**config.mk**
```make
export PLATFORM = sky130hd
export DESIGN_NAME = sfd_cfg
export DESIGN_NICKNAME = d
export VERILOG_FILES = /design/src/sv/sfd_pkg.sv /design/src/sv/sfd_cfg.sv
export SDC_FILE = /design/constraint.sdc
export NUM_CORES = 1
export LEC_CHECK = 0
export CAP_MARGIN = 20
export CORE_MARGIN = 4
export CORE_UTILIZATION = 60
export CTS_BUF_LIST = sky130_fd_sc_hd__clkbuf_2
export CTS_CLUSTER_SIZE = 10
export DETAILED_ROUTE_END_ITERATION = 12
export DONT_BUFFER_PORTS = 1
export PLACE_DENSITY = 0.87
export SLEW_MARGIN = 20
export SYNTH_ARGS = -nofsm -noshare
export SYNTH_HDL_FRONTEND = slang
export SYNTH_SLANG_ARGS = --single-unit
```
**constraint.sdc**
```tcl
create_clock -name clk -period 1.7 [get_ports clk]
set_input_delay 0 -clock clk [delete_from_list [all_inputs] [get_ports clk]]
set_output_delay 0 -clock clk [all_outputs]
set_load 0.05 [all_outputs]
```
**src/sv/sfd_pkg.sv**
```systemverilog
package sfd_pkg;

	localparam int unsigned STORE_DEPTH_DEF = 65536;
	localparam int unsigned SAMPLE_BITS_DEF = 24;

	// configuration port
	localparam int unsigned CFG_W   = 16;
	localparam int unsigned IDX_W   = 8;
	localparam logic [IDX_W-1:0] REG_DELAY = 8'd0;
	localparam logic [IDX_W-1:0] REG_GAIN  = 8'd1;
	localparam logic [CFG_W-1:0] DLY_RST   = 16'd22050;
	localparam logic [CFG_W-1:0] GAIN_RST  = 16'd32768;

	// gain is unsigned Q0.16
	localparam int unsigned GAIN_FRAC = 16;

	// output queue
	localparam int unsigned OQ_DEPTH = 4;

	// per-lane control, shared by both channels
	typedef struct packed {
		logic acc;     // new frame enters stage 1
		logic adv1;    // stage 1 moves on to stage 2
		logic use_rd;  // delayed entry was written since reset
		logic fwd;     // take delayed entry from the last-write register
		logic wr;      // stage 2 writes its scaled sample
	} lane_ctl_t;

endpackage

```
**src/sv/sfd_cfg.sv**
```systemverilog
module sfd_cfg import sfd_pkg::*; #(
	parameter int unsigned STORE_DEPTH = STORE_DEPTH_DEF,
	localparam int unsigned AW = $clog2(STORE_DEPTH)
) (
	input  logic             clk,
	input  logic             arst_n,
	input  logic             cfg_valid,
	output logic             cfg_ready,
	input  logic [IDX_W-1:0] cfg_index,
	input  logic [CFG_W-1:0] cfg_data,
	output logic [AW-1:0]    dly,
	output logic [CFG_W-1:0] gain,
	output logic             busy
);

	localparam int unsigned RCP_SH = 32;
	localparam int unsigned MW     = CFG_W + RCP_SH;
	localparam logic [RCP_SH-1:0] RCP = RCP_SH'((64'd1 << RCP_SH) / 64'(STORE_DEPTH));
	localparam logic [CFG_W-1:0] DLY_MOD_RST = CFG_W'(DLY_RST % STORE_DEPTH);

	logic [CFG_W-1:0] rem_q;
	logic [CFG_W-1:0] raw_q;
	logic [CFG_W-1:0] quo_q;
	logic             ph_q;
	logic             busy_q;
	logic [CFG_W-1:0] gain_q;
	logic             wr;
	logic [MW-1:0]    prod;
	logic [CFG_W-1:0] part;
	logic [CFG_W-1:0] fix;

	assign cfg_ready = 1'b1;
	assign wr        = cfg_valid && cfg_ready;

	// delay modulo the depth: reciprocal multiply gives the quotient or one
	// less, a single compare and subtract finishes the remainder
	assign prod = MW'(raw_q) * MW'(RCP);
	assign part = raw_q - CFG_W'(32'(quo_q) * STORE_DEPTH);
	assign fix  = (32'(part) >= STORE_DEPTH) ? part - CFG_W'(STORE_DEPTH) : part;

	always_ff @(posedge clk or negedge arst_n) begin
		if (!arst_n) begin
			rem_q  <= DLY_MOD_RST;
			busy_q <= 1'b0;
			ph_q   <= 1'b0;
			gain_q <= GAIN_RST;
		end else begin
			if (wr && cfg_index == REG_GAIN) begin
				gain_q <= cfg_data;
			end
			if (wr && cfg_index == REG_DELAY) begin
				busy_q <= 1'b1;
				ph_q   <= 1'b0;
			end else if (busy_q) begin
				ph_q <= 1'b1;
				if (ph_q) begin
					rem_q  <= fix;
					busy_q <= 1'b0;
				end
			end
		end
	end

	always_ff @(posedge clk) begin
		if (wr && cfg_index == REG_DELAY) begin
			raw_q <= cfg_data;
		end
		if (busy_q && !ph_q) begin
			quo_q <= prod[MW-1:RCP_SH];
		end
	end

	assign dly  = AW'(rem_q);
	assign gain = gain_q;
	assign busy = busy_q;

endmodule

```
* Yosys cells after proc, flatten, opt, wreduce, memory -nomap -nowiden
Cells that the tools add are included.
** Storage, ports and cells
- Register bits after elaboration :: 50
- Bits of input ports :: 27
- Output and inout port bits :: 34
- Word-level logic and storage cells :: 17
** Operators by class
- Eq/ne operators :: 1
- Multiplexer cells :: 5
- Bitwise operators :: 1
- Reduce and logical (&&, ||, !) cells :: 5
** Operators with widths (number)
- $eq A8 B1 Y1 const B :: 1
- $logic_not A8 Y1 :: 1
- $mux W1 :: 5
- $reduce_and A3 Y1 :: 1
- $logic_and A1 B1 Y1 :: 2
- $reduce_bool A2 Y1 :: 1
- $not A1 Y1 :: 1

* Longest topological paths before layout
- Word-level depth :: 4
- Gate-level depth with buffers :: 4
- Mapped depth without buffers :: 3

* Worst setup path before layout
No wires, ideal clock.
- Kind :: register to register
- Start :: register busy_q (netlist: busy)
- End :: register rem_q[11] (netlist: dly[11])
- Library setup time :: 125 ps
- Arrival :: 1569 ps
- Required time :: 1575 ps
- Setup slack :: 6 ps
- Cell stages (with the launch flop) :: 5
- Buffers on the path :: 1
- Clock period less this slack :: 1694 ps
- Path through :: dfrtp_1 -> nand2_1 -> a31oi_4 -> buf_6 -> mux2_4
** Between the ends
- Longest elaborated chain between the ends :: 1
** Ends and longest elaborated chain
- start, declared :: line sfd_cfg.sv:25 : logic busy_q;
- start signal, assigned :: line sfd_cfg.sv:44 : busy_q <= 1'b0;
- start signal, assigned :: line sfd_cfg.sv:52 : busy_q <= 1'b1;
- start signal, assigned :: line sfd_cfg.sv:58 : busy_q <= 1'b0;
- $reduce_and A3 Y1 (no line)
- end signal, assigned :: line sfd_cfg.sv:57 : rem_q <= fix;
- end, declared :: line sfd_cfg.sv:21 : logic [CFG_W-1:0] rem_q;
Every way passes these cells.
A chain may end at the register's enable or synchronous reset.

* Final worst setup path
- Start :: register ph_q
- End :: register rem_q[4] (netlist: dly[4])
** Between the ends
- Longest elaborated chain between the ends :: 1
** Ends and longest elaborated chain
- start, declared :: line sfd_cfg.sv:24 : logic ph_q;
- start signal, assigned :: line sfd_cfg.sv:45 : ph_q <= 1'b0;
- start signal, assigned :: line sfd_cfg.sv:53 : ph_q <= 1'b0;
- start signal, assigned :: line sfd_cfg.sv:55 : ph_q <= 1'b1;
- $reduce_and A3 Y1 (no line)
Every way passes these cells.

==> results_dict.tcl <==
set metrics [dict create \
    dr.pass1.iters 4 \
    cts.sinks 50 \
    endpoint "dly[4]" \
    peakVddDrop_uv 810 \
    nets 151 \
    mostFrequentLayoutCell "dfrtp_1" \
    yosysUniqueCellTypes 17 \
    cpMaxStageDelayCell "dfrtp_1" \
    dieArea_um2 4110 \
    std_cell_rows 20 \
    required_ns 2.03 \
    floorplan.initialDensity 0.624 \
    antenna_found_initial 0 \
    synth_area_leaders "dfrtp_1, edfxtp_1, mux2_2" \
    clk_path_buf_depth 2 \
    critPathLaunchType "register" \
    layout-drive-gt1-share 0.432 \
    syn_avg_cell_area_um2 19.5 \
    rsz0062_at_grt "no" \
    yosys_warnings 0 \
    cts_tree "done" \
    core_area_um2 3030 \
    timing.final.crit_share 0.808 \
    dieHeight_um 64.1 \
    path_cells "nand2_1 -> a31oi_4 -> buf_4 -> mux2_2" \
    slowest_delay_ns 0.42 \
    grt_pass1_vias 1007 \
    dp.cells 140 \
    hpwl_um 2120 \
    wire_per_inst_um 18.9 \
    ant_nets 0 \
    finalNonFillerCells 169 \
    r2r-start "ph_q" \
    die_w_um 64.1 \
    reg2reg_to "dly[4]" \
    vias 878 \
    powerDensity_nw_per_um2 1020 \
    reg2reg_depth 4 \
    cts.clk_slew.worst_paths_ns 0.24 \
    relSlewSlack 0.558 \
    setup_tns_ns 0 \
    synth_top_area_share 0.358 \
    antenna_cells 0 \
    clock_skew_ns 0.0154 \
    final_cell_mix "dfrtp_1, mux2_2, dlygate4sd3_1, edfxtp_1, mux2_4" \
    overflow 0 \
    groute.usage.overall 0.167 \
    ys_ff_latch 50 \
    startpoint "ph_q" \
    syn_inst 97 \
    ios 61 \
    crit_cells 4 \
    grt_max_degree 19 \
    fmax_mhz 728 \
    status "finished, final reports clean" \
    gp_congestion 0.753 \
    netlist.top_cell.by_area "dfrtp_1" \
    cp-end-kind "register" \
    clockRootBuffer "clkbuf_2" \
    rrSetupSlack_ns 0.33 \
    period_needed_ns 1.37 \
    hold_path_class "input pin to register" \
    drt-total-wl_um 3190 \
    leakage_nw 0.982 \
    cpLargestDelayFamily "flip-flops" \
    grt_pass1_wl_um 5150 \
    hold_violations 0 \
    routed_via_density 5.20 \
    netlist_area_um2 1890 \
    drc 0 \
    critPathBufInv 1 \
    htree_num_levels 2 \
    cts_resized 0 \
    slew_violations 0 \
    cts_made_buffers 5 \
    path_class "register to register" \
    syn_nets 124 \
    crit_arrival_ns 1.70 \
    io_buffers 0 \
    setup_violations 0 \
    synth-seq-area-share 0.709 \
    drv_cap 0 \
    worst_pin_slew_ns 0.660 \
    area_delta_synth_final_pct 18.5 \
    post_cts_buffers 0 \
    clock_latency_ns 0.40 \
    path_max_fanout 16 \
    drt_iter0_drc 27 \
]
## layer usage
metal	up-vias	part of all wire	GRT usage
li1	400	-	-
met1	447	0.39	0.191
met2	31	0.55	0.297
met3	0	0.066	0.0598
met4	0	0	0.0449
met5	-	0	0
## how the worst min path moves through the flow
stage	cells after the start	startpoint	end	slack, ns
2_1_floorplan	0	arst_n	busy	-0.30
3_3_place_gp	0	arst_n	gain[7]	-0.29
3_5_place_dp	0	arst_n	gain[8]	-0.30
4_1_cts	3	cfg_index[6]	gain[0]	0.02
5_1_grt	3	cfg_index[6]	gain[0]	0.009
6_report	3	cfg_index[6]	gain[0]	0.04
## through the flow
step / setup slack [ns] / cell area [µm²] / hold slack, ns / util / power [mW]
global placement: 0.374 / 1930 / -0.295 / 0.637 / 1.51
detailed placement: 0.325 / 1930 / -0.295 / 0.637 / 1.52
global route: 0.275 / 2240 / 0.00946 / 0.739 / 2.37
floorplan: 0.00559 / 1890 / -0.296 / - / 1.50
finish: 0.327 / 2240 / 0.0416 / 0.739 / 2.29
CTS: 0.311 / 2240 / 0.0187 / 0.739 / 2.31
## synthesized netlist by cell type (all sizes together)
cell type,number
a31oi,1
mux2,32
nor4b,1
a21o,1
dfstp,7
conb,1
nor2,2
dfrtp,27
and3,1
edfxtp,16
inv,2
nand2,1
nor4,1
buf,3
nand3,1
## cell type report
cell class                      count  area, µm²
Sequential cell                    50       1340
Fill cell                         180        790
Multi-Input combinational cell     42        512
Timing Repair Buffer               23        235
Clock inverter                      3       63.8
Tap cell                           44       55.1
Clock buffer                        5       25.0
Inverter                            2       7.51
## state kept, by name, summed over array words and instances (netlist names)
name,count
busy,1
dly,16
gain,16
ph_q,1
raw_q,16
## worst register-to-register path, stage by stage (launching register included)
cell,delay [ns]
dfrtp_1,0.42
nand2_1,0.09
a31oi_4,0.14
buf_4,0.29
mux2_2,0.38
## logic make-up after synthesis
family                 Yosys count  share of synthesized area
AOI/OAI and AO/OA                2                     0.0152
DFF                             50                      0.709
buffers and inverters            5                     0.0199
muxes                           32                      0.211
and+or+nand+nor                  7                     0.0430
other                            1                    0.00198
## power breakdown
part	switching, mW	total, mW	internal, mW
Combinational	0.0490	0.120	0.0708
Sequential	0.151	1.44	1.29
Clock	0.344	0.735	0.391
## repair_timing
action / 4_1_cts / 5_1_grt
endpoints found under the setup margin: 0 / 0
hold buffers: 21 / 0
hold endpoints to repair: 66 / 0
Power figures use the tool's default switching activity.
