File: src/sv/sfd_pkg.sv
package sfd_pkg;

	localparam int unsigned STORE_DEPTH_DEF = 65536;
	localparam int unsigned SAMPLE_BITS_DEF = 24;

	// configuration port
	localparam int unsigned CFG_W   = 16;
	localparam int unsigned IDX_W   = 8;
	localparam logic [IDX_W-1:0] REG_DELAY = 8'd0;
	localparam logic [IDX_W-1:0] REG_GAIN  = 8'd1;
	localparam logic [CFG_W-1:0] DLY_RST   = 16'd22050;
	localparam logic [CFG_W-1:0] GAIN_RST  = 16'd32768;

	// gain is unsigned Q0.16
	localparam int unsigned GAIN_FRAC = 16;

	// output queue
	localparam int unsigned OQ_DEPTH = 4;

	// per-lane control, shared by both channels
	typedef struct packed {
		logic acc;     // new frame enters stage 1
		logic adv1;    // stage 1 moves on to stage 2
		logic use_rd;  // delayed entry was written since reset
		logic fwd;     // take delayed entry from the last-write register
		logic wr;      // stage 2 writes its scaled sample
	} lane_ctl_t;

endpackage

File: src/sv/sfd_outq.sv
module sfd_outq import sfd_pkg::*; #(
	parameter int unsigned W = 2 * SAMPLE_BITS_DEF,
	localparam int unsigned LW = $clog2(OQ_DEPTH + 1)
) (
	input  logic          clk,
	input  logic          arst_n,
	input  logic          push,
	input  logic [W-1:0]  din,
	input  logic          pend,
	output logic          room,
	output logic [LW-1:0] lvl,
	output logic          out_valid,
	input  logic          out_ready,
	output logic [W-1:0]  dout
);

	localparam int unsigned PW = $clog2(OQ_DEPTH);

	logic [W-1:0]  q_q [OQ_DEPTH];
	logic [PW-1:0] wptr_q;
	logic [PW-1:0] rptr_q;
	logic [LW-1:0] cnt_q;
	logic          pop;

	assign out_valid = cnt_q != '0;
	assign pop       = out_valid && out_ready;
	assign dout      = q_q[rptr_q];
	assign lvl       = cnt_q;
	// a frame still in stage 1 has a slot held for it
	assign room      = (cnt_q + LW'(pend)) < LW'(OQ_DEPTH);

	always_ff @(posedge clk or negedge arst_n) begin
		if (!arst_n) begin
			wptr_q <= '0;
			rptr_q <= '0;
			cnt_q  <= '0;
		end else begin
			if (push) begin
				wptr_q <= wptr_q + 1'b1;
			end
			if (pop) begin
				rptr_q <= rptr_q + 1'b1;
			end
			if (push && !pop) begin
				cnt_q <= cnt_q + 1'b1;
			end else if (pop && !push) begin
				cnt_q <= cnt_q - 1'b1;
			end
		end
	end

	always_ff @(posedge clk) begin
		if (push) begin
			q_q[wptr_q] <= din;
		end
	end

endmodule

File: config.mk
export PLATFORM = sky130hd
export DESIGN_NAME = sfd_outq
export DESIGN_NICKNAME = d
export VERILOG_FILES = /design/src/sv/sfd_pkg.sv /design/src/sv/sfd_outq.sv
export SDC_FILE = /design/constraint.sdc
export NUM_CORES = 1
export LEC_CHECK = 0
export BUFFER_PORTS_ARGS = -buffer_cell sky130_fd_sc_hd__buf_2
export CORE_MARGIN = 2
export CORE_UTILIZATION = 55
export CTS_CLUSTER_DIAMETER = 150
export DETAILED_ROUTE_END_ITERATION = 8
export GPL_ROUTABILITY_DRIVEN = 0
export GPL_TIMING_DRIVEN = 0
export PLACE_DENSITY = 0.75
export SYNTH_ARGS = -nofsm -noshare
export SYNTH_HDL_FRONTEND = slang
export SYNTH_SLANG_ARGS = --single-unit
File: constraint.sdc
create_clock -name clk -period 2.4 [get_ports clk]
set_input_delay 0.12 -clock clk [delete_from_list [all_inputs] [get_ports clk]]
set_output_delay 0.12 -clock clk [all_outputs]
set_load 0.03 [all_outputs]
# Yosys cells after proc, flatten, opt, wreduce, memory -nomap -nowiden

Memory sizes are Yosys's and may differ from the RTL's.
Index checks and enable logic that the tools add are counted.
Widths: inputs -> output; s select.

Add/sub/neg operators: 5
Reduce and logical (&&, ||, !) cells: 7
Multiplexer cells: 4
$lt $le $gt $ge: 1

Operators by type and width:

| cell                | number |
|---|---|
| $mux 3              | 2 |
| $add 2x1->2 const B | 2 |
| $add 3x1->3         | 1 |
| $add 3x1->3 const B | 1 |
| $logic_and 1x1->1   | 3 |
| $lt 3x3->1 const B  | 1 |
| $reduce_bool 3->1   | 1 |
| $sub 3x1->3 const B | 1 |
| $logic_not 1->1     | 2 |
| $mux 1              | 2 |
| $reduce_bool 2->1   | 1 |

Logic and storage cells: 21
Bits in writable memories: 192
Memories: 1
Output and inout port bits: 53
Flip-flop bits (word level): 7

Memories:

| memory | depth | width | read ports | clocked after memory_dff | write ports | line           | RTL |
|---|---|---|---|---|---|---|---|
| q_q    | 4     | 48    | 1          | 0                        | 1           | sfd_outq.sv:19 | `logic [W-1:0] q_q [OQ_DEPTH];` |

# Logic depth before layout (Yosys ltp)

Depth after elaboration: 5
Gate-level depth with buffers: 8
Mapped depth without buffers: 8

# Worst setup path after synthesis

Ideal clock, no wire load.

Path kind: register -> register
Start point: register cnt_q[0], in the netlist lvl[0]
End point: register cnt_q[2], in the netlist lvl[2]
Data arrival time: 2,239 ps
Cell stages (with the launch flop): 9
Path buffers: 0
Data required time: 2,319 ps
Path slack: 81 ps
Cells stage by stage: dfrtp_1 > or3_1 > nand2_1 > ha_1 > inv_1 > fa_1 > xor2_1 > nor2_1 > xor2_1

Longest elaborated chain between the ends: 5
Elaborated cells on any way between the ends: 10
Classes of those cells: add/sub (2); mux (2); reduce/logical (6)

RTL lines:

| item                                        | line           | RTL |
|---|---|---|
| start, declared                             | sfd_outq.sv:22 | `logic [LW-1:0] cnt_q;` |
| start signal, assigned                      | sfd_outq.sv:45 | `cnt_q <= cnt_q + 1'b1;` |
| start signal, assigned                      | sfd_outq.sv:47 | `cnt_q <= cnt_q - 1'b1;` |
| $reduce_bool 3->1 (*)                       | sfd_outq.sv:25 | `assign out_valid = cnt_q != '0;` |
| via out_valid                               | sfd_outq.sv:12 | `output logic out_valid,` |
| $logic_and 1x1->1 (*)                       | sfd_outq.sv:26 | `assign pop = out_valid && out_ready;` |
| $logic_not 1->1                             | sfd_outq.sv:44 | `if (push && !pop) begin` |
| $logic_and 1x1->1                           | sfd_outq.sv:44 |  |
| $mux 3 or $reduce_bool 2->1 (tied branches) | --             |  |

The timed path passes the listed nets; every way through them passes the cells marked *. The select of a mux whose other input is x is not followed.
A chain may end at the register's enable or synchronous reset.

# Worst setup path in the final report

Start point: register cnt_q[0], in the netlist lvl[0]
End point: register cnt_q[2], in the netlist lvl[2]

Longest elaborated chain between the ends: 5
Elaborated cells on any way between the ends: 10
Classes of those cells: add/sub (2); mux (2); reduce/logical (6)

RTL lines:

| item |
|---|
| parallel branches: the longest is 5 deep, another holds $sub 3x1->3 |

Parallel ways; which one is timed is not known. The select of a mux whose other input is x is not followed.

==> out/metrics.cfg <==
[logic_synthesis]
synth_area_leaders=edfxtp_1 (78%), mux4_2 (15%), dfrtp_1 (2.4%), buf_12 (1.4%), ha_1 (0.85%)
synth_top_area_share_pct=78.1
syn_nets=345
yosysUniqueCellTypes=19
ys_seq_area_share_pct=80.4
ys_seq_elements=199
syn_area_um2=7380
yosys.area.top_type=edfxtp_1
synth.avg_cell_area_um2=25.8
syn_inst=286
yosysWarnings=0

[cells_and_area]
drive_gt1_share_pct=42.1
nets=524
final_cell_area_um2=9350
areaGrowthSynthToFinish_pct=26.6
diodes=0
num-fill-cells=834

[cts]
numCtsBuffers=17
clk_path_buf_depth=2
ctsResizeCount=0
path_clk_slew_ns=0.07
hold_buffers=51
tritoncts=done
postCtsSetupBuffers=0
cts_sinks=199
clock-root-buffer=clkbuf_16
worstSkewPairLatency_ns=0.43
htree_num_levels=4

[timing]
fmax_mhz=464
skew_ns=0.00843
setup_viol=0
period_share_pct=89.8
grt_setup_unrepaired=false
slew_violations=0
tightest_slew_ns=0.877
fin_ws_ns=0.245
relSlewSlack_pct=41.5
post-route-min-period_ns=2.16
hold_viol=0

[route]
ant_nets=0
drt_pre_antenna_iters=4
dr.first_iter.drc_count=179
wl_per_cell_um=19.7
detailroute.via_count=3492
avgViaCountPerCell=5.35
drc_errors=0
wirelength_um=12900

[worst_setup_path]
r2r-end=lvl[2]$_DFFE_PN0P_
r2r-start=lvl[0]$_DFFE_PN0P_
crit_path_max_fanout=5
path_cells=or3_1 > nand2_1 > ha_1 > inv_1 > fa_1 > xor2_1 > nor2_1 > xor2_1
crit_slowest_cell=dfrtp_1
rr_worst_depth=8
arrival_ns=2.51
ff2ff_setup_slack_ns=0.24
start_kind=register
end_kind=register
crit_top_cell=xor2_1
required_ns=2.75
slowest_delay_ns=0.45
crit_type=register to register

[power_and_ir_drop]
power_frac_comb_pct=35.9
clkPwrFrac_pct=24.2
powerDensity_nw_per_um2=1270
switchingPower_mw=3.93
power.internal_mw=7.98
p_leak_nw=3.29
switching_share_pct=33.0
vdd.ir_drop.worst_v=0.000744
p_seq_share_pct=39.8

[min_path]
hold_path.class=primary input to asynchronous set/reset pin

[outcome]
status=complete, no violations

[placed_design]
post_dp_cell_area_um2=8230
dpl_worst_slack_ns=0.252
dp_hpwl_um=7850
port_buffers=105

[flow_run]
cap_violations=0

[grt]
grt_pass1_vias=3714
antenna_found_initial=0
grt-ovfl-total=0
grt_max_degree=31
gr-usage-all-layers_pct=19.4
grt_pass1_wl_um=20000

[die]
initial_core_util_pct=56.0
fp.dieH_um=120
ios=106
dieArea_um2=14400
core_um2=13200
fp.dieW_um=120
num_rows=42

## per-stage QoR
step / hold slack [ns] / power (mW) / instances / setup TNS, ns / util (%)
after floorplan: -0.176 / 7.91 / 286 / 0 / -
after global placement: -0.0452 / 8.98 / 567 / -122.81 / 61.6
after detailed placement: -0.0273 / 9.13 / 571 / 0 / 62.4
after CTS: 0.0384 / 12.1 / 653 / 0 / 70.9
after global routing: 0.0586 / 12.4 / 653 / 0 / 70.9
final: 0.0519 / 11.9 / 653 / 0 / 70.9
## cells in the mapped netlist
library cell and number:
and2_1 4, buf_12 5, buf_2 4, buf_4 1, buf_6 1, dfrtp_1 7
edfxtp_1 192, fa_1 1, ha_1 5, inv_1 3, mux2_2 1, mux4_2 48
nand2_1 2, nand3_1 2, nor2_1 1, o21ai_0 1, or3_1 1, xnor2_1 3
xor2_1 4
## metal layers
layer	track usage, %	vias to the layer above	routed length, µm
li1	-	1567	-
met1	24.8	1799	5290
met2	32.5	109	6680
met3	5.28	17	698
met4	6.62	0	199
met5	0	-	0
## worst max path at each step
stage | from | end | depth (start not counted)
after CTS | lvl[0]$_DFFE_PN0P_ | lvl[2]$_DFFE_PN0P_ | 8
after floorplan | lvl[0]$_DFFE_PN0P_ | lvl[2]$_DFFE_PN0P_ | 8
final | lvl[0]$_DFFE_PN0P_ | lvl[2]$_DFFE_PN0P_ | 8
after global routing | lvl[0]$_DFFE_PN0P_ | lvl[2]$_DFFE_PN0P_ | 8
after global placement | wptr_q[0]$_DFFE_PN0P_ | q_q[2][11]$_DFFE_PP_ | 3
after detailed placement | lvl[0]$_DFFE_PN0P_ | lvl[2]$_DFFE_PN0P_ | 8
## flip-flops by register name, summed over array words and instances, names as in the netlist
register	flops
rptr_q	2
wptr_q	2
q_q	192
lvl	3
## power by group through the flow
stage | logic [mW] | registers (mW) | clock network [mW]
floorplan | 3.09 | 4.82 | 0
global placement | 4.16 | 4.82 | 0
detailed placement | 4.31 | 4.82 | 0
CTS | 4.39 | 4.76 | 2.94
global route | 4.57 | 4.80 | 3.06
finish | 4.28 | 4.75 | 2.89
## cell type report
| cell class | instances | area, µm² | area share, % |
|---|---|---|---|
| Sequential cell | 199 | 5940 | 63.5 |
| Multi-Input combinational cell | 73 | 1300 | 13.9 |
| Timing Repair Buffer | 160 | 1130 | 12.1 |
| Clock buffer | 17 | 425 | 4.55 |
| Tap cell | 176 | 220 | 2.36 |
| Clock inverter | 14 | 184 | 1.97 |
| Buffer | 11 | 139 | 1.49 |
| Inverter | 3 | 11.3 | 0.120 |
## layout by cell type (no fill, tap or decap), types with 2 or more instances in the layout
master and count:
buf_16 2, clkinv_4 2, buf_12 7, xnor2_1 3, and2_2 4, bufinv_16 4
clkbuf_16 17, dlygate4sd3_1 51, nand2_1 2, clkinvlp_4 4, edfxtp_1 192, buf_2 109
mux4_2 48, dfrtp_1 7, ha_1 5, inv_1 3, clkinv_1 3, xor2_1 4
nand3_1 2
## logic make-up (layout without fill, tap and decap cells)
family	count (synthesis)	in the layout	share of synthesized area, %
simple gates	10	10	0.712
mux	49	49	14.8
flops	199	199	80.4
fa+ha+maj	6	6	1.12
buf+inv	14	205	2.03
compound gates	1	1	0.0677
xor+xnor	7	7	0.830
## worst max-delay path, delay by kind of cell (launching register included)
kind | cells | cell delay [ns]
DFF | 1 | 0.45
xor gates and xnor gates | 2 | 0.31
and+or+nand+nor | 3 | 0.68
buffers and inverters | 1 | 0.07
adders and majority gates | 2 | 0.57
Power figures use the tool's default switching activity.
